<file path="config.mk">
export PLATFORM = sky130hd
export DESIGN_NAME = unique_request_fifo_top
export DESIGN_NICKNAME = d
export VERILOG_FILES = /design/src/rtl/core/urf_pkg.sv /design/src/rtl/core/unique_request_fifo_top.sv /design/src/rtl/core/urf_ram.sv
export VERILOG_INCLUDE_DIRS = /design/src /design/src/rtl/core
export SDC_FILE = /design/constraint.sdc
export NUM_CORES = 1
export LEC_CHECK = 0
export ABC_AREA = 0
export BUFFER_PORTS_ARGS = -buffer_cell sky130_fd_sc_hd__buf_2
export CAP_MARGIN = 25
export CORE_UTILIZATION = 45
export CTS_CLUSTER_SIZE = 14
export DETAILED_ROUTE_END_ITERATION = 12
export GPL_TIMING_DRIVEN = 1
export SYNTH_ARGS = -nofsm -noshare
export SYNTH_HDL_FRONTEND = slang
export SYNTH_SLANG_ARGS = --single-unit
export TNS_END_PERCENT = 50
</file>
<file path="constraint.sdc">
create_clock -name clock -period 6.1 [get_ports clock]
set_input_delay 0.915 -clock clock [delete_from_list [all_inputs] [get_ports clock]]
set_output_delay 0.915 -clock clock [all_outputs]
set_load 0.005 [all_outputs]
</file>
<file path="src/rtl/core/unique_request_fifo_top_defines.svh">
// Assertion macros shared by the unique request FIFO RTL.
`ifndef UNIQUE_REQUEST_FIFO_TOP_DEFINES_SVH
`define UNIQUE_REQUEST_FIFO_TOP_DEFINES_SVH

// Consequent must hold in the same cycle as the antecedent.
`define URF_ASSERT_NOW(label, clk, rst, ante, cons, msg) \
   label: assert property (@(posedge clk) disable iff (rst) (ante) |-> (cons)) \
      else $error(msg);

// Consequent must hold in the cycle after the antecedent.
`define URF_ASSERT_NEXT(label, clk, rst, ante, cons, msg) \
   label: assert property (@(posedge clk) disable iff (rst) (ante) |=> (cons)) \
      else $error(msg);

`endif

</file>
<file path="src/rtl/core/urf_pkg.sv">
// Types and constants of the unique request FIFO.
package urf_pkg;

   localparam int CODE_W = 4;

   typedef enum logic [1:0] {
      CMD_ADD    = 2'd0,
      CMD_REMOVE = 2'd1,
      CMD_POP    = 2'd2,
      CMD_NOP    = 2'd3
   } command_type;

   typedef enum logic [2:0] {
      ST_DONE      = 3'd0,
      ST_DUPLICATE = 3'd1,
      ST_FULL      = 3'd2,
      ST_NOT_FOUND = 3'd3,
      ST_EMPTY     = 3'd4
   } status_type;

   typedef struct packed {
      command_type        command;
      logic [CODE_W-1:0]  note_code;
   } req_type;

   typedef struct packed {
      status_type         status;
      logic [2:0]         position;
      logic [CODE_W-1:0]  popped_code;
      logic [3:0]         entry_count;
   } rsp_type;

endpackage

</file>
<file path="src/rtl/core/unique_request_fifo_top.sv">
// Unique request FIFO: ordered queue of distinct request codes with search and gap close.
//
// Request channel (req_valid / req_stall / req_data) carries a command and a code:
// add appends a code that is not yet queued, remove deletes a code wherever it
// stands and closes the gap, pop takes out the oldest code. Each transfer yields
// exactly one response on rsp_valid / rsp_stall / rsp_data with status, position,
// popped code and the entry count after the command.
// One command at a time: req_stall is high from the transfer until the response
// is loaded into the output register. A search reads the queue RAM one entry
// at a time, from an address state to a compare state; closing the gap after a
// remove or pop moves each later entry down with a read state and a write state.
// An unused command goes from the transfer straight to the finish state.
// The response register holds its value while rsp_stall is high; the next
// command may be taken meanwhile and waits for the slot before it finishes.
// Reset empties the queue (count to zero) and drops any pending response; the
// RAM contents are not cleared since no entry is read before it is written.
`include "unique_request_fifo_top_defines.svh"

module unique_request_fifo_top #(
   parameter int QUEUE_DEPTH = 8
) (
   input  logic            clock,
   input  logic            reset,
   input  logic            req_valid,
   output logic            req_stall,
   input  urf_pkg::req_type req_data,
   output logic            rsp_valid,
   input  logic            rsp_stall,
   output urf_pkg::rsp_type rsp_data
);

   localparam int IDX_W = $clog2(QUEUE_DEPTH);
   localparam int CNT_W = $clog2(QUEUE_DEPTH + 1);
   localparam logic [CNT_W-1:0] DEPTH_C = CNT_W'(QUEUE_DEPTH);

   typedef enum logic [2:0] {
      S_IDLE,
      S_SEARCH_RD,
      S_SEARCH_CMP,
      S_SHIFT_RD,
      S_SHIFT_WR,
      S_FINISH
   } state_type;

   state_type                 state_ff, state_in;
   urf_pkg::command_type      cmd_ff, cmd_in;
   logic [urf_pkg::CODE_W-1:0] code_ff, code_in;
   logic [CNT_W-1:0]          scan_ff, scan_in;
   logic [CNT_W-1:0]          count_ff, count_in;
   urf_pkg::status_type       status_ff, status_in;
   logic [IDX_W-1:0]          pos_ff, pos_in;
   logic [urf_pkg::CODE_W-1:0] popped_ff, popped_in;
   logic                      rsp_valid_ff, rsp_valid_in;
   urf_pkg::rsp_type          rsp_ff, rsp_in;

   logic                      ram_we;
   logic [IDX_W-1:0]          ram_waddr;
   logic [urf_pkg::CODE_W-1:0] ram_wdata;
   logic [IDX_W-1:0]          ram_raddr;
   logic [urf_pkg::CODE_W-1:0] ram_rdata;

   logic [CNT_W-1:0]          scan_nxt;
   logic [IDX_W+2:0]          pos_wide;
   logic [CNT_W+3:0]          cnt_wide;
   logic                      req_xfer;

   urf_ram #(
      .WIDTH (urf_pkg::CODE_W),
      .DEPTH (QUEUE_DEPTH)
   ) u_queue_ram (
      .clock   (clock),
      .wr_en   (ram_we),
      .wr_addr (ram_waddr),
      .wr_data (ram_wdata),
      .rd_addr (ram_raddr),
      .rd_data (ram_rdata)
   );

   assign scan_nxt  = scan_ff + CNT_W'(1);
   assign pos_wide  = (IDX_W + 3)'(pos_ff);
   assign cnt_wide  = (CNT_W + 4)'(count_ff);
   assign req_stall = (state_ff != S_IDLE);
   assign req_xfer  = req_valid && !req_stall;

   always_comb begin
      state_in     = state_ff;
      cmd_in       = cmd_ff;
      code_in      = code_ff;
      scan_in      = scan_ff;
      count_in     = count_ff;
      status_in    = status_ff;
      pos_in       = pos_ff;
      popped_in    = popped_ff;
      rsp_valid_in = rsp_valid_ff;
      rsp_in       = rsp_ff;
      ram_we       = 1'b0;
      ram_waddr    = scan_ff[IDX_W-1:0];
      ram_wdata    = code_ff;
      ram_raddr    = scan_ff[IDX_W-1:0];

      // drop the response once it has been taken
      if (rsp_valid_ff && !rsp_stall) begin
         rsp_valid_in = 1'b0;
      end

      unique case (state_ff)
         S_IDLE: begin
            if (req_valid) begin
               cmd_in    = req_data.command;
               code_in   = req_data.note_code;
               scan_in   = '0;
               status_in = urf_pkg::ST_DONE;
               pos_in    = '0;
               popped_in = '0;
               state_in  = (req_data.command == urf_pkg::CMD_NOP) ? S_FINISH : S_SEARCH_RD;
            end
         end
         S_SEARCH_RD: begin
            if (scan_ff == count_ff) begin
               // scanned every entry without a match
               unique case (cmd_ff)
                  urf_pkg::CMD_ADD: begin
                     if (count_ff == DEPTH_C) begin
                        status_in = urf_pkg::ST_FULL;
                     end else begin
                        ram_we    = 1'b1;
                        ram_waddr = count_ff[IDX_W-1:0];
                        pos_in    = count_ff[IDX_W-1:0];
                        count_in  = count_ff + CNT_W'(1);
                     end
                  end
                  urf_pkg::CMD_REMOVE: status_in = urf_pkg::ST_NOT_FOUND;
                  urf_pkg::CMD_POP:    status_in = urf_pkg::ST_EMPTY;
                  default: ;
               endcase
               state_in = S_FINISH;
            end else begin
               state_in = S_SEARCH_CMP;
            end
         end
         S_SEARCH_CMP: begin
            // pop always matches the head entry
            if (cmd_ff == urf_pkg::CMD_POP || ram_rdata == code_ff) begin
               pos_in = scan_ff[IDX_W-1:0];
               if (cmd_ff == urf_pkg::CMD_POP) begin
                  popped_in = ram_rdata;
               end
               if (cmd_ff == urf_pkg::CMD_ADD) begin
                  status_in = urf_pkg::ST_DUPLICATE;
                  state_in  = S_FINISH;
               end else begin
                  state_in = S_SHIFT_RD;
               end
            end else begin
               scan_in  = scan_nxt;
               state_in = S_SEARCH_RD;
            end
         end
         S_SHIFT_RD: begin
            if (scan_nxt < count_ff) begin
               ram_raddr = scan_nxt[IDX_W-1:0];
               state_in  = S_SHIFT_WR;
            end else begin
               count_in = count_ff - CNT_W'(1);
               state_in = S_FINISH;
            end
         end
         S_SHIFT_WR: begin
            // move the later entry down into the gap
            ram_we    = 1'b1;
            ram_waddr = scan_ff[IDX_W-1:0];
            ram_wdata = ram_rdata;
            scan_in   = scan_nxt;
            state_in  = S_SHIFT_RD;
         end
         S_FINISH: begin
            if (!rsp_valid_ff || !rsp_stall) begin
               rsp_valid_in       = 1'b1;
               rsp_in.status      = status_ff;
               rsp_in.position    = pos_wide[2:0];
               rsp_in.popped_code = popped_ff;
               rsp_in.entry_count = cnt_wide[3:0];
               state_in           = S_IDLE;
            end
         end
         default: state_in = S_IDLE;
      endcase
   end

   always_ff @(posedge clock) begin
      if (reset) begin
         state_ff     <= S_IDLE;
         count_ff     <= '0;
         rsp_valid_ff <= 1'b0;
      end else begin
         state_ff     <= state_in;
         count_ff     <= count_in;
         rsp_valid_ff <= rsp_valid_in;
      end
      cmd_ff    <= cmd_in;
      code_ff   <= code_in;
      scan_ff   <= scan_in;
      status_ff <= status_in;
      pos_ff    <= pos_in;
      popped_ff <= popped_in;
      rsp_ff    <= rsp_in;
   end

   assign rsp_valid = rsp_valid_ff;
   assign rsp_data  = rsp_ff;

   `URF_ASSERT_NOW(a_count_bound, clock, reset, 1'b1, count_ff <= DEPTH_C, "queue count above depth")
   `URF_ASSERT_NOW(a_ram_write_state, clock, reset, ram_we, state_ff == S_SHIFT_WR || state_ff == S_SEARCH_RD, "queue RAM written outside add or shift")
   `URF_ASSERT_NEXT(a_busy_after_xfer, clock, reset, req_xfer, state_ff != S_IDLE, "sequencer idle after a request transfer")

endmodule

</file>
<file path="src/rtl/core/urf_ram.sv">
// Generic simple dual-port RAM with registered read.
module urf_ram #(
   parameter int WIDTH = 4,
   parameter int DEPTH = 8
) (
   input  logic                     clock,
   input  logic                     wr_en,
   input  logic [$clog2(DEPTH)-1:0] wr_addr,
   input  logic [WIDTH-1:0]         wr_data,
   input  logic [$clog2(DEPTH)-1:0] rd_addr,
   output logic [WIDTH-1:0]         rd_data
);

   logic [WIDTH-1:0] mem_ff [DEPTH];
   logic [WIDTH-1:0] rd_data_ff;

   always_ff @(posedge clock) begin
      if (wr_en) begin
         mem_ff[wr_addr] <= wr_data;
      end
      rd_data_ff <= mem_ff[rd_addr];
   end

   assign rd_data = rd_data_ff;

endmodule

</file>
==> results_tabular.tex <==
\begin{tabular}{lr}
\hline
Metric & Value \\
\hline
\multicolumn{2}{l}{\textbf{Drt}} \\
Post-Route WL & 7200 um \\
Met3 wire length & 227 um \\
Routed Antenna Nets & 0 \\
Number of design rule violations left after detail routing & 0 \\
Uppermost signal routing layer after detailed routing & met4 \\
Vias per Instance & 5.65 \\
Number of iterations in the first detailed-routing pass & 4 \\
Via Count & 2379 \\
Wire length per cell after detailed routing & 17.1 um \\
Met1 routed wirelength after detailed routing & 3190 um \\
Initial DRC count & 155 \\
WL met2 & 3530 um \\
\multicolumn{2}{l}{\textbf{Power and ir drop}} \\
Proportion of power drawn by combinational gates & 33.8\% \\
Switching part of the total & 35.8\% \\
Power Density & 454 mW/mm2 \\
Power share of the sequential group & 45.6\% \\
P\_int & 1.19 mW \\
Clock power frac & 20.6\% \\
Net switching component of the power & 662 uW \\
Leakage & 1.42 nW \\
Worst vdd ir & 192 uV \\
\multicolumn{2}{l}{\textbf{STA}} \\
Unrepaired setup endpoints after global routing & false \\
Final Hold Viols & 0 \\
Final-report setup violation count & 0 \\
Worst slew pin tran & 0.708 ns \\
Pins Over Slew Limit & 0 \\
Final setup TNS & 0 ns \\
Hold Worst Slack & 0.421 ns \\
Crit path time final & 3.13 ns \\
Share of the clock period used by the worst path after layout & 51.2\% \\
Highest clock frequency the design can meet & 320 MHz \\
Clock Skew & 0.00912 ns \\
Min setup slack post-route & 2.97 ns \\
Max\_slew headroom & 52.5\% \\
\multicolumn{2}{l}{\textbf{Setup path}} \\
Path type of the worst setup path & reg2reg \\
CP Capture Type & flop \\
Kind of start point of the critical path & flop \\
Arrival time at the worst endpoint & 3.11 ns \\
Required time of the critical path & 6.08 ns \\
Critical Path Fanout Max & 37 \\
\multicolumn{2}{l}{\textbf{Layout}} \\
Layout cell share with drive strength beyond 1 & 19.7\% \\
Final core area utilization & 52.4\% \\
Diode count & 0 \\
Area Growth Syn to Fin & 11.7\% \\
Final cell count without fillers & 421 \\
Layout Nets & 332 \\
\multicolumn{2}{l}{\textbf{Logic synthesis}} \\
Fraction of registers with async set/reset & 0\% \\
Synthesized netlist net count & 304 \\
Area contributors post-synth & sky130\_fd\_sc\_hd\_\_edfxtp\_1, sky130\_fd\_sc\_hd\_\_dfxtp\_1, sky130\_fd\_sc\_hd\_\_mux2\_2 \\
Dominant cell type by area after synthesis & sky130\_fd\_sc\_hd\_\_edfxtp\_1 \\
Warning count from the yosys run & 0 \\
Top-count cell post-synth & sky130\_fd\_sc\_hd\_\_edfxtp\_1 \\
Average footprint of a synthesized cell & 12.8 um2 \\
Number of enable-type register cells in the synthesized netlist & 66 \\
Unique masters post-synth & 47 \\
Prevailing post-synth register cell & sky130\_fd\_sc\_hd\_\_edfxtp\_1 \\
Post-synthesis cell count & 286 \\
Post-synth design cell area & 0.00365 mm2 \\
Share of the yosys chip area belonging to registers & 60.9\% \\
Most instantiated cells after synthesis & sky130\_fd\_sc\_hd\_\_edfxtp\_1, sky130\_fd\_sc\_hd\_\_nor2\_1, sky130\_fd\_sc\_hd\_\_o21ai\_0 \\
Synth top area share & 54.3\% \\
Number of register bits inferred by synthesis & 78 \\
\multicolumn{2}{l}{\textbf{CTS}} \\
Level count of the clock H-tree & 3 \\
Buffers from clock root to sink, at most & 2 \\
Number of instances resized during post-cts repair & 0 \\
TritonCTS Buffers & 9 \\
CTS Hold Bufs & 0 \\
Clock latency at the later pin of the worst-skew pair & 0.35 ns \\
Clock sink total & 78 \\
Root Driver & sky130\_fd\_sc\_hd\_\_clkbuf\_8 \\
Post CTS Setup Buffer Count & 0 \\
CTS clk-pin slew, worst paths & 0.08 ns \\
TritonCTS clock tree & done \\
\multicolumn{2}{l}{\textbf{Min path}} \\
Hold Path Class & reg2reg \\
\multicolumn{2}{l}{\textbf{Global routing}} \\
Number of global-route vias before repair & 2309 \\
Initial antenna violation count & 0 \\
First-pass GRT wire length & 11900 um \\
Remaining global-route overflow & 0 \\
Total global-route track usage & 18.9\% \\
Largest net degree at the start of global routing & 38 \\
\multicolumn{2}{l}{\textbf{Die}} \\
Starting density of the core & 47.0\% \\
Die Width & 92.0 um \\
DIE AREA & 0.00847 mm2 \\
Height of the chip & 92.0 um \\
Site row count & 32 \\
Ports placed on the boundary & 26 \\
Floorplan core area & 0.00777 mm2 \\
\multicolumn{2}{l}{\textbf{Placement}} \\
Post-place setup slack & 2.98 ns \\
Number of placed instances, taps included & 405 \\
Count of input and output buffers & 25 \\
Placer congestion estimate & 0.815 \\
Placed wire-length estimate & 5170 um \\
\multicolumn{2}{l}{\textbf{Outcome}} \\
Result of the run & finished clean \\
\multicolumn{2}{l}{\textbf{Job}} \\
Max-cap check violation count & 0 \\
\hline
\end{tabular}
sequential cells by signal, summed over array words and instances (netlist names):
| signal | flops |
|---|---|
| cmd_ff | 2 |
| code_ff | 4 |
| count_ff | 4 |
| popped_ff | 4 |
| pos_ff | 3 |
| rsp_data | 14 |
| rsp_valid | 1 |
| scan_ff | 4 |
| state_ff | 3 |
| status_ff | 3 |
| u_queue_ram.mem_ff | 32 |
| u_queue_ram.rd_data | 4 |
power by group through the flow:
stage | Clock [mW] | Sequential [mW] | Combinational (mW)
floorplan | 0 | 0.789 | 0.516
global placement | 0 | 0.851 | 0.613
detailed placement | 0 | 0.855 | 0.624
CTS | 0.391 | 0.843 | 0.628
global route | 0.412 | 0.859 | 0.706
finish | 0.381 | 0.844 | 0.625
metal layers:
metal  global-route usage, %  vias up
met5                       0        -
met4                    10.9        0
met3                    3.32       19
met2                    31.1       59
met1                    23.5     1145
li1                        -     1156
kinds of logic after synthesis:
| group | after synthesis | synth area share, % |
|---|---|---|
| multiplexers | 20 | 7.20 |
| flip-flops | 78 | 60.9 |
| AO/OA/AOI/OAI | 68 | 12.1 |
| buffers and inverters | 20 | 2.26 |
| AND/OR/NAND/NOR | 79 | 11.4 |
| adder cells (fa/ha/maj) | 8 | 2.95 |
| XOR/XNOR | 13 | 3.12 |
layout by cell type (no fill, tap or decap), drive strengths merged, types with 4 or more instances in the layout:
cell type / count
o21ai: 18
xnor2: 4
nand2b: 4
mux4: 4
mux2i: 6
and2: 5
a21oi: 14
o221ai: 7
nand3: 4
ha: 7
nor2: 21
nor2b: 7
clkbuf: 9
edfxtp: 66
nor3: 5
dfxtp: 12
o22ai: 9
mux2: 10
nand2: 15
xor2: 9
inv: 9
buf: 29
clkinv: 4
path summary, 6_finish.rpt:
path,end,slack (ns),cells after the start,from
worst min-delay path,rsp_data[5],0.42,0,popped_ff[1]
worst min register to register,rsp_data[5],0.42,0,popped_ff[1]
worst max-delay path,u_queue_ram.mem_ff[1][2],2.97,6,scan_ff[0]
worst max register to register,u_queue_ram.mem_ff[1][2],2.97,6,scan_ff[0]
stage by stage:
stage	cell area, um2	total power [mW]
floorplan	3650	1.31
global placement	3880	1.46
detailed placement	3880	1.48
CTS	4070	1.86
global route	4070	1.98
finish	4070	1.85
critical path, stage by stage, from the launching register on:
cell and delay (ns):
sky130_fd_sc_hd__edfxtp_1 0.34, sky130_fd_sc_hd__buf_4 0.37, sky130_fd_sc_hd__ha_1 0.31, sky130_fd_sc_hd__or4_4 0.57, sky130_fd_sc_hd__nor4b_2 0.35, sky130_fd_sc_hd__a22oi_1 0.24, sky130_fd_sc_hd__nor3_1 0.58
cell type report:
class | count | area (um2)
clock buffer | 9 | 124
clock inverter | 7 | 72.6
fill | 677 | 3690
inverter | 8 | 30.0
multi-input combinational | 188 | 1340
sequential | 78 | 2220
tap | 102 | 128
timing repair buffer | 29 | 155
No activity file was read; power rests on OpenSTA's default activity.
